==> config.mk <==
export PLATFORM = sky130hd
export DESIGN_NAME = chunked_cover_fetch_tracker
export DESIGN_NICKNAME = d
export VERILOG_FILES = /design/src/rtl/cct_pkg.sv /design/src/rtl/cct_core.sv /design/src/rtl/cct_out_buf.sv /design/src/rtl/chunked_cover_fetch_tracker.sv
export SDC_FILE = /design/constraint.sdc
export NUM_CORES = 1
export LEC_CHECK = 0
export BUFFER_PORTS_ARGS = -buffer_cell sky130_fd_sc_hd__buf_4
export CAP_MARGIN = 5
export CORE_UTILIZATION = 45
export DETAILED_ROUTE_END_ITERATION = 8
export GPL_ROUTABILITY_DRIVEN = 0
export GPL_TIMING_DRIVEN = 0
export PLACE_DENSITY = 0.66
export REMOVE_ABC_BUFFERS = 1
export SLEW_MARGIN = 20
export SYNTH_ARGS = -nofsm -noshare
export SYNTH_HDL_FRONTEND = slang
export SYNTH_HIERARCHICAL = 1
export SYNTH_SLANG_ARGS = --single-unit
export TNS_END_PERCENT = 10
==> constraint.sdc <==
create_clock -name clk_i -period 6.74 [get_ports clk_i]
set_clock_uncertainty 0.2 [all_clocks]
set_input_delay 0.337 -clock clk_i [delete_from_list [all_inputs] [get_ports clk_i]]
set_output_delay 0.337 -clock clk_i [all_outputs]
set_load 0.1 [all_outputs]
==> src/rtl/cct_pkg.sv <==
// ----------------------------------------------------------------------------
// cct_pkg
// Shared types and constants of the chunked cover fetch tracker.
// ----------------------------------------------------------------------------
package cct_pkg;

  // Largest cover size that is still fetched, and the request size cap
  localparam logic [32:0] MaxCoverBytes = 33'd65536;
  localparam logic [15:0] ChunkBytes    = 16'd512;

  // Item kinds
  typedef enum logic [1:0] {
    ACT_ANNOUNCE = 2'd0,
    ACT_PLAY     = 2'd1,
    ACT_DATA     = 2'd2,
    ACT_QUERY    = 2'd3
  } action_e;

  // Configuration register indexes
  localparam logic CfgStoppedCode     = 1'b0;
  localparam logic CfgHighestPlayCode = 1'b1;

  // Reset values of the configuration registers
  localparam logic [7:0] StoppedCodeReset     = 8'd0;
  localparam logic [7:0] HighestPlayCodeReset = 8'd2;

  typedef struct packed {
    logic [7:0] stopped_code;
    logic [7:0] highest_play_code;
  } cfg_t;

  typedef struct packed {
    action_e     action;
    logic [31:0] cover_bytes;
    logic [7:0]  cover_type;
    logic [31:0] cover_digest;
    logic [7:0]  play_code;
    logic [31:0] chunk_offset;
    logic [15:0] chunk_length;
    logic        frame_short;
  } in_item_t;

  typedef struct packed {
    logic        accepted;
    logic        request_valid;
    logic [31:0] request_offset;
    logic [15:0] request_length;
    logic [31:0] data_offset;
    logic [15:0] data_length;
    logic        complete;
    logic [7:0]  image_kind;
    logic [31:0] announce_count;
  } out_item_t;

endpackage

==> src/rtl/cct_core.sv <==
// ----------------------------------------------------------------------------
// cct_core
// Tracker state and the per-transaction update; one per cycle while fire_i is high.
// ----------------------------------------------------------------------------
module cct_core (
  input  logic              clk_i,
  input  logic              rst_ni,
  input  logic              fire_i,
  input  cct_pkg::in_item_t item_i,
  input  cct_pkg::cfg_t     cfg_i,
  output cct_pkg::out_item_t result_o
);
  import cct_pkg::*;

  logic [31:0] total_size_q, total_size_d;
  logic [7:0]  kind_code_q, kind_code_d;
  logic [31:0] current_hash_q, current_hash_d;
  logic [31:0] received_q, received_d;
  logic [31:0] finished_hash_q, finished_hash_d;
  logic        held_q, held_d;
  logic [31:0] revision_q, revision_d;

  logic [32:0] chunk_end;
  logic [31:0] left_bytes;
  logic        data_ok;
  logic        want_chunk;

  assign chunk_end  = {1'b0, item_i.chunk_offset} + {17'd0, item_i.chunk_length};
  assign left_bytes = total_size_q - received_q;

  // Data chunk must land exactly at the progress and stay within the size
  assign data_ok = !item_i.frame_short && (item_i.chunk_offset == received_q) &&
                   (item_i.chunk_length != 16'd0) &&
                   (chunk_end <= {1'b0, total_size_q});

  assign want_chunk = (total_size_q != 32'd0) &&
                      ({1'b0, total_size_q} <= MaxCoverBytes) &&
                      !held_q && (current_hash_q != finished_hash_q) &&
                      (received_q < total_size_q);

  // Compute next state and the result
  always_comb begin
    total_size_d    = total_size_q;
    kind_code_d     = kind_code_q;
    current_hash_d  = current_hash_q;
    received_d      = received_q;
    finished_hash_d = finished_hash_q;
    held_d          = held_q;
    revision_d      = revision_q;
    result_o        = '0;
    case (item_i.action)
      ACT_ANNOUNCE: begin
        total_size_d      = item_i.cover_bytes;
        kind_code_d       = item_i.cover_type;
        current_hash_d    = item_i.cover_digest;
        received_d        = 32'd0;
        held_d            = 1'b0;
        revision_d        = revision_q + 32'd1;
        result_o.accepted = 1'b1;
      end
      ACT_PLAY: begin
        if (item_i.play_code <= cfg_i.highest_play_code) begin
          held_d = (item_i.play_code == cfg_i.stopped_code);
          if (held_d) begin
            received_d      = 32'd0;
            finished_hash_d = 32'd0;
          end
          result_o.accepted = 1'b1;
        end
      end
      ACT_DATA: begin
        if (data_ok) begin
          received_d           = chunk_end[31:0];
          result_o.accepted    = 1'b1;
          result_o.data_offset = item_i.chunk_offset;
          result_o.data_length = item_i.chunk_length;
          if (chunk_end[31:0] == total_size_q) begin
            result_o.complete = 1'b1;
            finished_hash_d   = current_hash_q;
          end
        end
      end
      default: begin
        result_o.accepted = 1'b1;
        if (want_chunk) begin
          result_o.request_valid  = 1'b1;
          result_o.request_offset = received_q;
          result_o.request_length = (left_bytes < {16'd0, ChunkBytes}) ?
                                    left_bytes[15:0] : ChunkBytes;
        end
      end
    endcase
    result_o.image_kind     = kind_code_d;
    result_o.announce_count = revision_d;
  end

  // Commit state when the transaction leaves the input register
  always_ff @(posedge clk_i or negedge rst_ni) begin
    if (!rst_ni) begin
      total_size_q    <= '0;
      kind_code_q     <= '0;
      current_hash_q  <= '0;
      received_q      <= '0;
      finished_hash_q <= '0;
      held_q          <= 1'b0;
      revision_q      <= '0;
    end else if (fire_i) begin
      total_size_q    <= total_size_d;
      kind_code_q     <= kind_code_d;
      current_hash_q  <= current_hash_d;
      received_q      <= received_d;
      finished_hash_q <= finished_hash_d;
      held_q          <= held_d;
      revision_q      <= revision_d;
    end
  end

endmodule

==> src/rtl/cct_out_buf.sv <==
// ----------------------------------------------------------------------------
// cct_out_buf
// Two-entry result buffer; holds up to two results while the receiver stalls.
// ----------------------------------------------------------------------------
module cct_out_buf (
  input  logic               clk_i,
  input  logic               rst_ni,
  input  logic               push_i,
  input  cct_pkg::out_item_t push_item_i,
  output logic               room_o,
  output logic               out_valid_o,
  input  logic               out_stall_i,
  output cct_pkg::out_item_t out_item_o
);
  import cct_pkg::*;

  out_item_t   mem_q [2];
  logic        wr_ptr_q, rd_ptr_q;
  logic [1:0]  count_q;
  logic        pop;
  logic        push;

  assign out_valid_o = (count_q != 2'd0);
  assign out_item_o  = mem_q[rd_ptr_q];
  assign pop         = out_valid_o && !out_stall_i;
  assign room_o      = (count_q != 2'd2) || pop;
  assign push        = push_i && room_o;

  // Store results
  always_ff @(posedge clk_i) begin
    if (push) begin
      mem_q[wr_ptr_q] <= push_item_i;
    end
  end

  // Advance pointers and fill count
  always_ff @(posedge clk_i or negedge rst_ni) begin
    if (!rst_ni) begin
      wr_ptr_q <= 1'b0;
      rd_ptr_q <= 1'b0;
      count_q  <= 2'd0;
    end else begin
      if (push) begin
        wr_ptr_q <= !wr_ptr_q;
      end
      if (pop) begin
        rd_ptr_q <= !rd_ptr_q;
      end
      if (push && !pop) begin
        count_q <= count_q + 2'd1;
      end else if (pop && !push) begin
        count_q <= count_q - 2'd1;
      end
    end
  end

endmodule

==> src/rtl/chunked_cover_fetch_tracker.sv <==
// ----------------------------------------------------------------------------
// chunked_cover_fetch_tracker
// Tracks an in-order chunked fetch of a cover image.
// ----------------------------------------------------------------------------
// Usage:
//   Input channel (in_valid_i / in_stall_o / in_item_i) carries announcements,
//   play state events, data chunk headers and queries. Every transaction gives
//   exactly one result on the output channel (out_valid_o / out_stall_i /
//   out_item_o), in order.
//   An accepted transaction is held in an input register, updates the tracker
//   state and lands in the result buffer, from which its result is offered.
//   Throughput: one transaction per cycle while the result buffer has room,
//   set by the state update between the input register and the two-entry
//   result buffer.
//   When the receiver stalls, the buffer absorbs two results and the input
//   register one more; then in_stall_o rises until a result is taken.
//   Configuration (cfg_we_i, cfg_index_i, cfg_data_i) must be written by the
//   user only while idle; the block itself does not enforce this. Index 0 is
//   the stop code, index 1 the highest valid play code.
//   Reset clears all tracker state and sets the configuration to its defaults
//   (stop code 0, highest play code 2); both channels come up empty.
// ----------------------------------------------------------------------------
module chunked_cover_fetch_tracker (
  input  logic               clk_i,
  input  logic               rst_ni,
  input  logic               in_valid_i,
  output logic               in_stall_o,
  input  cct_pkg::in_item_t  in_item_i,
  output logic               out_valid_o,
  input  logic               out_stall_i,
  output cct_pkg::out_item_t out_item_o,
  input  logic               cfg_we_i,
  input  logic               cfg_index_i,
  input  logic [7:0]         cfg_data_i
);
  import cct_pkg::*;

  cfg_t      cfg_q;
  logic      s1_valid_q;
  in_item_t  s1_item_q;
  out_item_t result;
  logic      room;
  logic      fire;

  assign fire       = s1_valid_q && room;
  assign in_stall_o = s1_valid_q && !room;

  // Write configuration registers
  always_ff @(posedge clk_i or negedge rst_ni) begin
    if (!rst_ni) begin
      cfg_q.stopped_code      <= StoppedCodeReset;
      cfg_q.highest_play_code <= HighestPlayCodeReset;
    end else if (cfg_we_i) begin
      case (cfg_index_i)
        CfgStoppedCode:     cfg_q.stopped_code      <= cfg_data_i;
        CfgHighestPlayCode: cfg_q.highest_play_code <= cfg_data_i;
        default: begin
        end
      endcase
    end
  end

  // Hold the incoming transaction in the input register
  always_ff @(posedge clk_i or negedge rst_ni) begin
    if (!rst_ni) begin
      s1_valid_q <= 1'b0;
    end else if (!in_stall_o) begin
      s1_valid_q <= in_valid_i;
    end
  end

  always_ff @(posedge clk_i) begin
    if (in_valid_i && !in_stall_o) begin
      s1_item_q <= in_item_i;
    end
  end

  cct_core u_core (
    .clk_i    (clk_i),
    .rst_ni   (rst_ni),
    .fire_i   (fire),
    .item_i   (s1_item_q),
    .cfg_i    (cfg_q),
    .result_o (result)
  );

  cct_out_buf u_out_buf (
    .clk_i       (clk_i),
    .rst_ni      (rst_ni),
    .push_i      (s1_valid_q),
    .push_item_i (result),
    .room_o      (room),
    .out_valid_o (out_valid_o),
    .out_stall_i (out_stall_i),
    .out_item_o  (out_item_o)
  );

endmodule
==> results.json <==
{
  "period_share_pct": 93.5,
  "synth_top_area_share_pct": 44.0,
  "routed_via_density": 5.36,
  "avgSynthCellArea_sq_um": 13.9,
  "min_path_type": "input port to async pin",
  "clk_pin_slew_ns": 0.06,
  "final_common_cell": "edfxtp_1",
  "grt_pass1_wl_microns": 102000,
  "drtAntennaViolNets": 0,
  "synth-async-reset-ratio_pct": 31.7,
  "clk_latency_ns": 0.64,
  "finalSetupTns_ns": 0,
  "cts.sinks": 599,
  "power.density_nw_per_um2": 466,
  "p_comb_share_pct": 46.7,
  "root_buffer": "clkbuf_16",
  "fin_crit_ns": 6.30,
  "synthToLayoutAreaGrowth_pct": 24.2,
  "cp_max_fo": 25,
  "final_max_slew_viol_count": 0,
  "fmax_ghz": 0.159,
  "drc": 0,
  "synthTopCellsByArea": "edfxtp_1 44%, dfrtp_1 17%, mux2_4 5.8%",
  "hold_slack_ns": 0.110,
  "synth_cell_types": 81,
  "hold_viol": 0,
  "n_fill_cell": 4795,
  "yosysTopAreaCell": "edfxtp_1",
  "htree_levels": 2,
  "synth-edff-count": 409,
  "path_class": "flop to flop",
  "ys_ff_latch": 599,
  "cts_tree": "yes",
  "p_int_mw": 9.08,
  "dp_hpwl_microns": 46900,
  "ir_worst_vdd_v": 0.000375,
  "start_kind": "flop",
  "ys_warn_count": 6,
  "drtPass1Iterations": 5,
  "rsz0062_at_grt": "no",
  "globalRoute.totalOverflow": 0,
  "switchingPower_mw": 7.10,
  "routed_wl_microns": 66200,
  "nets": 2693,
  "dp_cells": 3020,
  "grt_usage_pct": 20.9,
  "r2r-end": "u_core/finished_hash_q[8]",
  "status": "finished, final reports clean",
  "cp-end-kind": "flop",
  "grt_pass1_vias": 18000,
  "ys_seq_area_share_pct": 61.0,
  "antenna_found_initial": 8,
  "total_leakage_power_nw": 14.1,
  "tightest_slew_ns": 0.976,
  "crit_required_ns": 7.05,
  "ys.flop_type": "edfxtp_1",
  "arrival_ns": 6.61,
  "dieArea_sq_um": 63100,
  "r2r_slack_ns": 0.44,
  "io_buffers": 285,
  "seq_area_sq_um": 17000,
  "core-area_sq_um": 60800,
  "num_vias": 17600,
  "cts_buffers": 61,
  "max_slew_margin_pct": 34.8,
  "fin_ws_ns": 0.437,
  "r2r_cells": 22,
  "p_sw_share_pct": 43.9,
  "setup_viol": 0,
  "drv_cap": 0,
  "grt_max_degree": 94,
  "routedWlPerCell_microns": 20.1,
  "multi_input_area_sq_um": 10100,
  "drtIter0Drc": 1329,
  "reg2reg_from": "s1_item_q[17]",
  "syn-cell-area_sq_um": 27900,
  "drive_above_1_share_pct": 26.2,
  "boundaryPins": 286,
  "initial_core_util_pct": 46.0,
  "num_rows": 90,
  "die_x_microns": 251,
  "layout_common_cells": "409 x edfxtp_1, 288 x buf_4, 188 x dfrtp_1",
  "p_seq_share_pct": 32.5,
  "cts_buffer_depth": 3,
  "die_h_microns": 251,
  "pre_cts_slack_ns": -0.617,
  "finalNonFillerCells": 3289,
  "p_clk_share_pct": 20.8,
  "postSynthCellCount": 2004
}
cell usage after synthesis, drive strengths merged, types with 21 or more instances:
| cell type | count |
|---|---|
| a21o | 33 |
| a21oi | 55 |
| a22o | 64 |
| and2 | 57 |
| and3 | 21 |
| buf | 41 |
| clkbuf | 40 |
| dfrtp | 189 |
| edfxtp | 409 |
| ha | 95 |
| inv | 95 |
| mux2 | 206 |
| nand2 | 122 |
| nand3 | 30 |
| nand4 | 48 |
| nor2 | 69 |
| nor4 | 35 |
| o21ai | 63 |
| xnor2 | 127 |
| xor2 | 66 |
state kept, by name (all words and copies together), names as in the netlist:
name                    cells
cfg_q                      16
s1_item_q                 131
s1_valid_q                  1
u_core/current_hash_q      32
u_core/finished_hash_q     32
u_core/held_q               1
u_core/kind_code_q          8
u_core/received_q          32
u_core/revision_q          32
u_core/total_size_q        32
u_out_buf/count_q           2
u_out_buf/mem_q           278
u_out_buf/rd_ptr_q          1
u_out_buf/wr_ptr_q          1
layout make-up:
type	count	share of cell area [%]
diodes	4	0.0289
clock buffers	76	4.71
clock inverters	39	1.06
inverters	95	1.03
multi-input cells	1234	29.2
flip-flops and latches	599	49.1
well taps	782	2.82
repair buffers	460	12.0
worst max path at each step:
stage / start / to / slack [ns] / cells past startpoint
after floorplan: u_out_buf/count_q[0] / u_out_buf/mem_q[0][0] / -0.51 / 3
after global placement: out_stall_i / u_out_buf/mem_q[0][60] / -4.37 / 4
after detailed placement: s1_item_q[17] / u_core/received_q[19] / -0.62 / 23
after CTS: s1_item_q[17] / u_core/received_q[18] / 0.33 / 23
after global routing: s1_item_q[17] / u_core/finished_hash_q[13] / 0.13 / 22
final: s1_item_q[17] / u_core/finished_hash_q[8] / 0.44 / 22
critical path, cell delays in order, from the launching register on:
cell       delay (ns)
edfxtp_1         0.40
ha_1             0.20
inv_1            0.06
fa_1             0.40
nor2b_1          0.13
o21a_1           0.13
o21ai_0          0.13
a21oi_1          0.23
o21ai_0          0.20
a21oi_4          0.48
nand2_1          0.13
xnor2_1          0.18
ha_1             0.33
nand4_1          0.18
or2_1            0.31
nor4_2           0.41
nand4_1          0.33
a2111oi_4        0.50
nand4_1          0.17
a211oi_2         0.36
o21ai_4          0.19
buf_16           0.23
a22o_2           0.27
power groups by stage:
stage / clock, mW / combinational, mW / sequential [mW]
2_1_floorplan: 0 / 5.85 / 5.41
3_3_place_gp: 0 / 7.32 / 5.65
5_1_grt: 3.60 / 7.91 / 5.33
6_report: 3.37 / 7.56 / 5.25
4_1_cts: 3.45 / 7.55 / 5.26
3_5_place_dp: 0 / 7.46 / 5.33
cell families (layout without fill, tap and decap cells):
kind of cell,Yosys count,count (layout),synth area share [%]
AOI/OAI and AO/OA,288,288,7.42
xor gates and xnor gates,193,193,6.05
adders and majority gates,97,97,4.40
buffers and inverters,176,670,3.04
DFF,599,599,61.0
muxes,209,209,9.86
other,1,10,0.0134
and+or+nand+nor,441,441,8.24
through the flow:
| step | instance area (sq um) | utilization, % | power (mW) |
|---|---|---|---|
| 3_5_place_dp | 31200 | 51.2 | 12.8 |
| 3_3_place_gp | 30600 | 50.3 | 13.0 |
| 5_1_grt | 34700 | 57.1 | 16.8 |
| 4_1_cts | 34700 | 57.0 | 16.3 |
| 2_1_floorplan | 27500 | - | 11.3 |
| 6_report | 34700 | 57.1 | 16.2 |
repair_timing:
| action | in CTS | in global routing |
|---|---|---|
| resized for setup | 3 | 1 |
| setup buffers | 1 | 0 |
| endpoints found under the setup margin | 26 | 26 |
| pin swaps | 1 | 0 |
| hold buffers | 149 | 0 |
| hold endpoints to repair | 340 | 0 |
metal layers:
| metal | vias to the layer above | share of wire (%) | GRT usage, % |
|---|---|---|---|
| met3 | 123 | 5.2 | 3.80 |
| met2 | 469 | 49 | 34.8 |
| met1 | 8738 | 43 | 27.8 |
| met4 | 8 | 2.6 | 6.32 |
| li1 | 8275 | - | - |
| met5 | - | 0.069 | 0 |
Power figures use the tool's default switching activity.
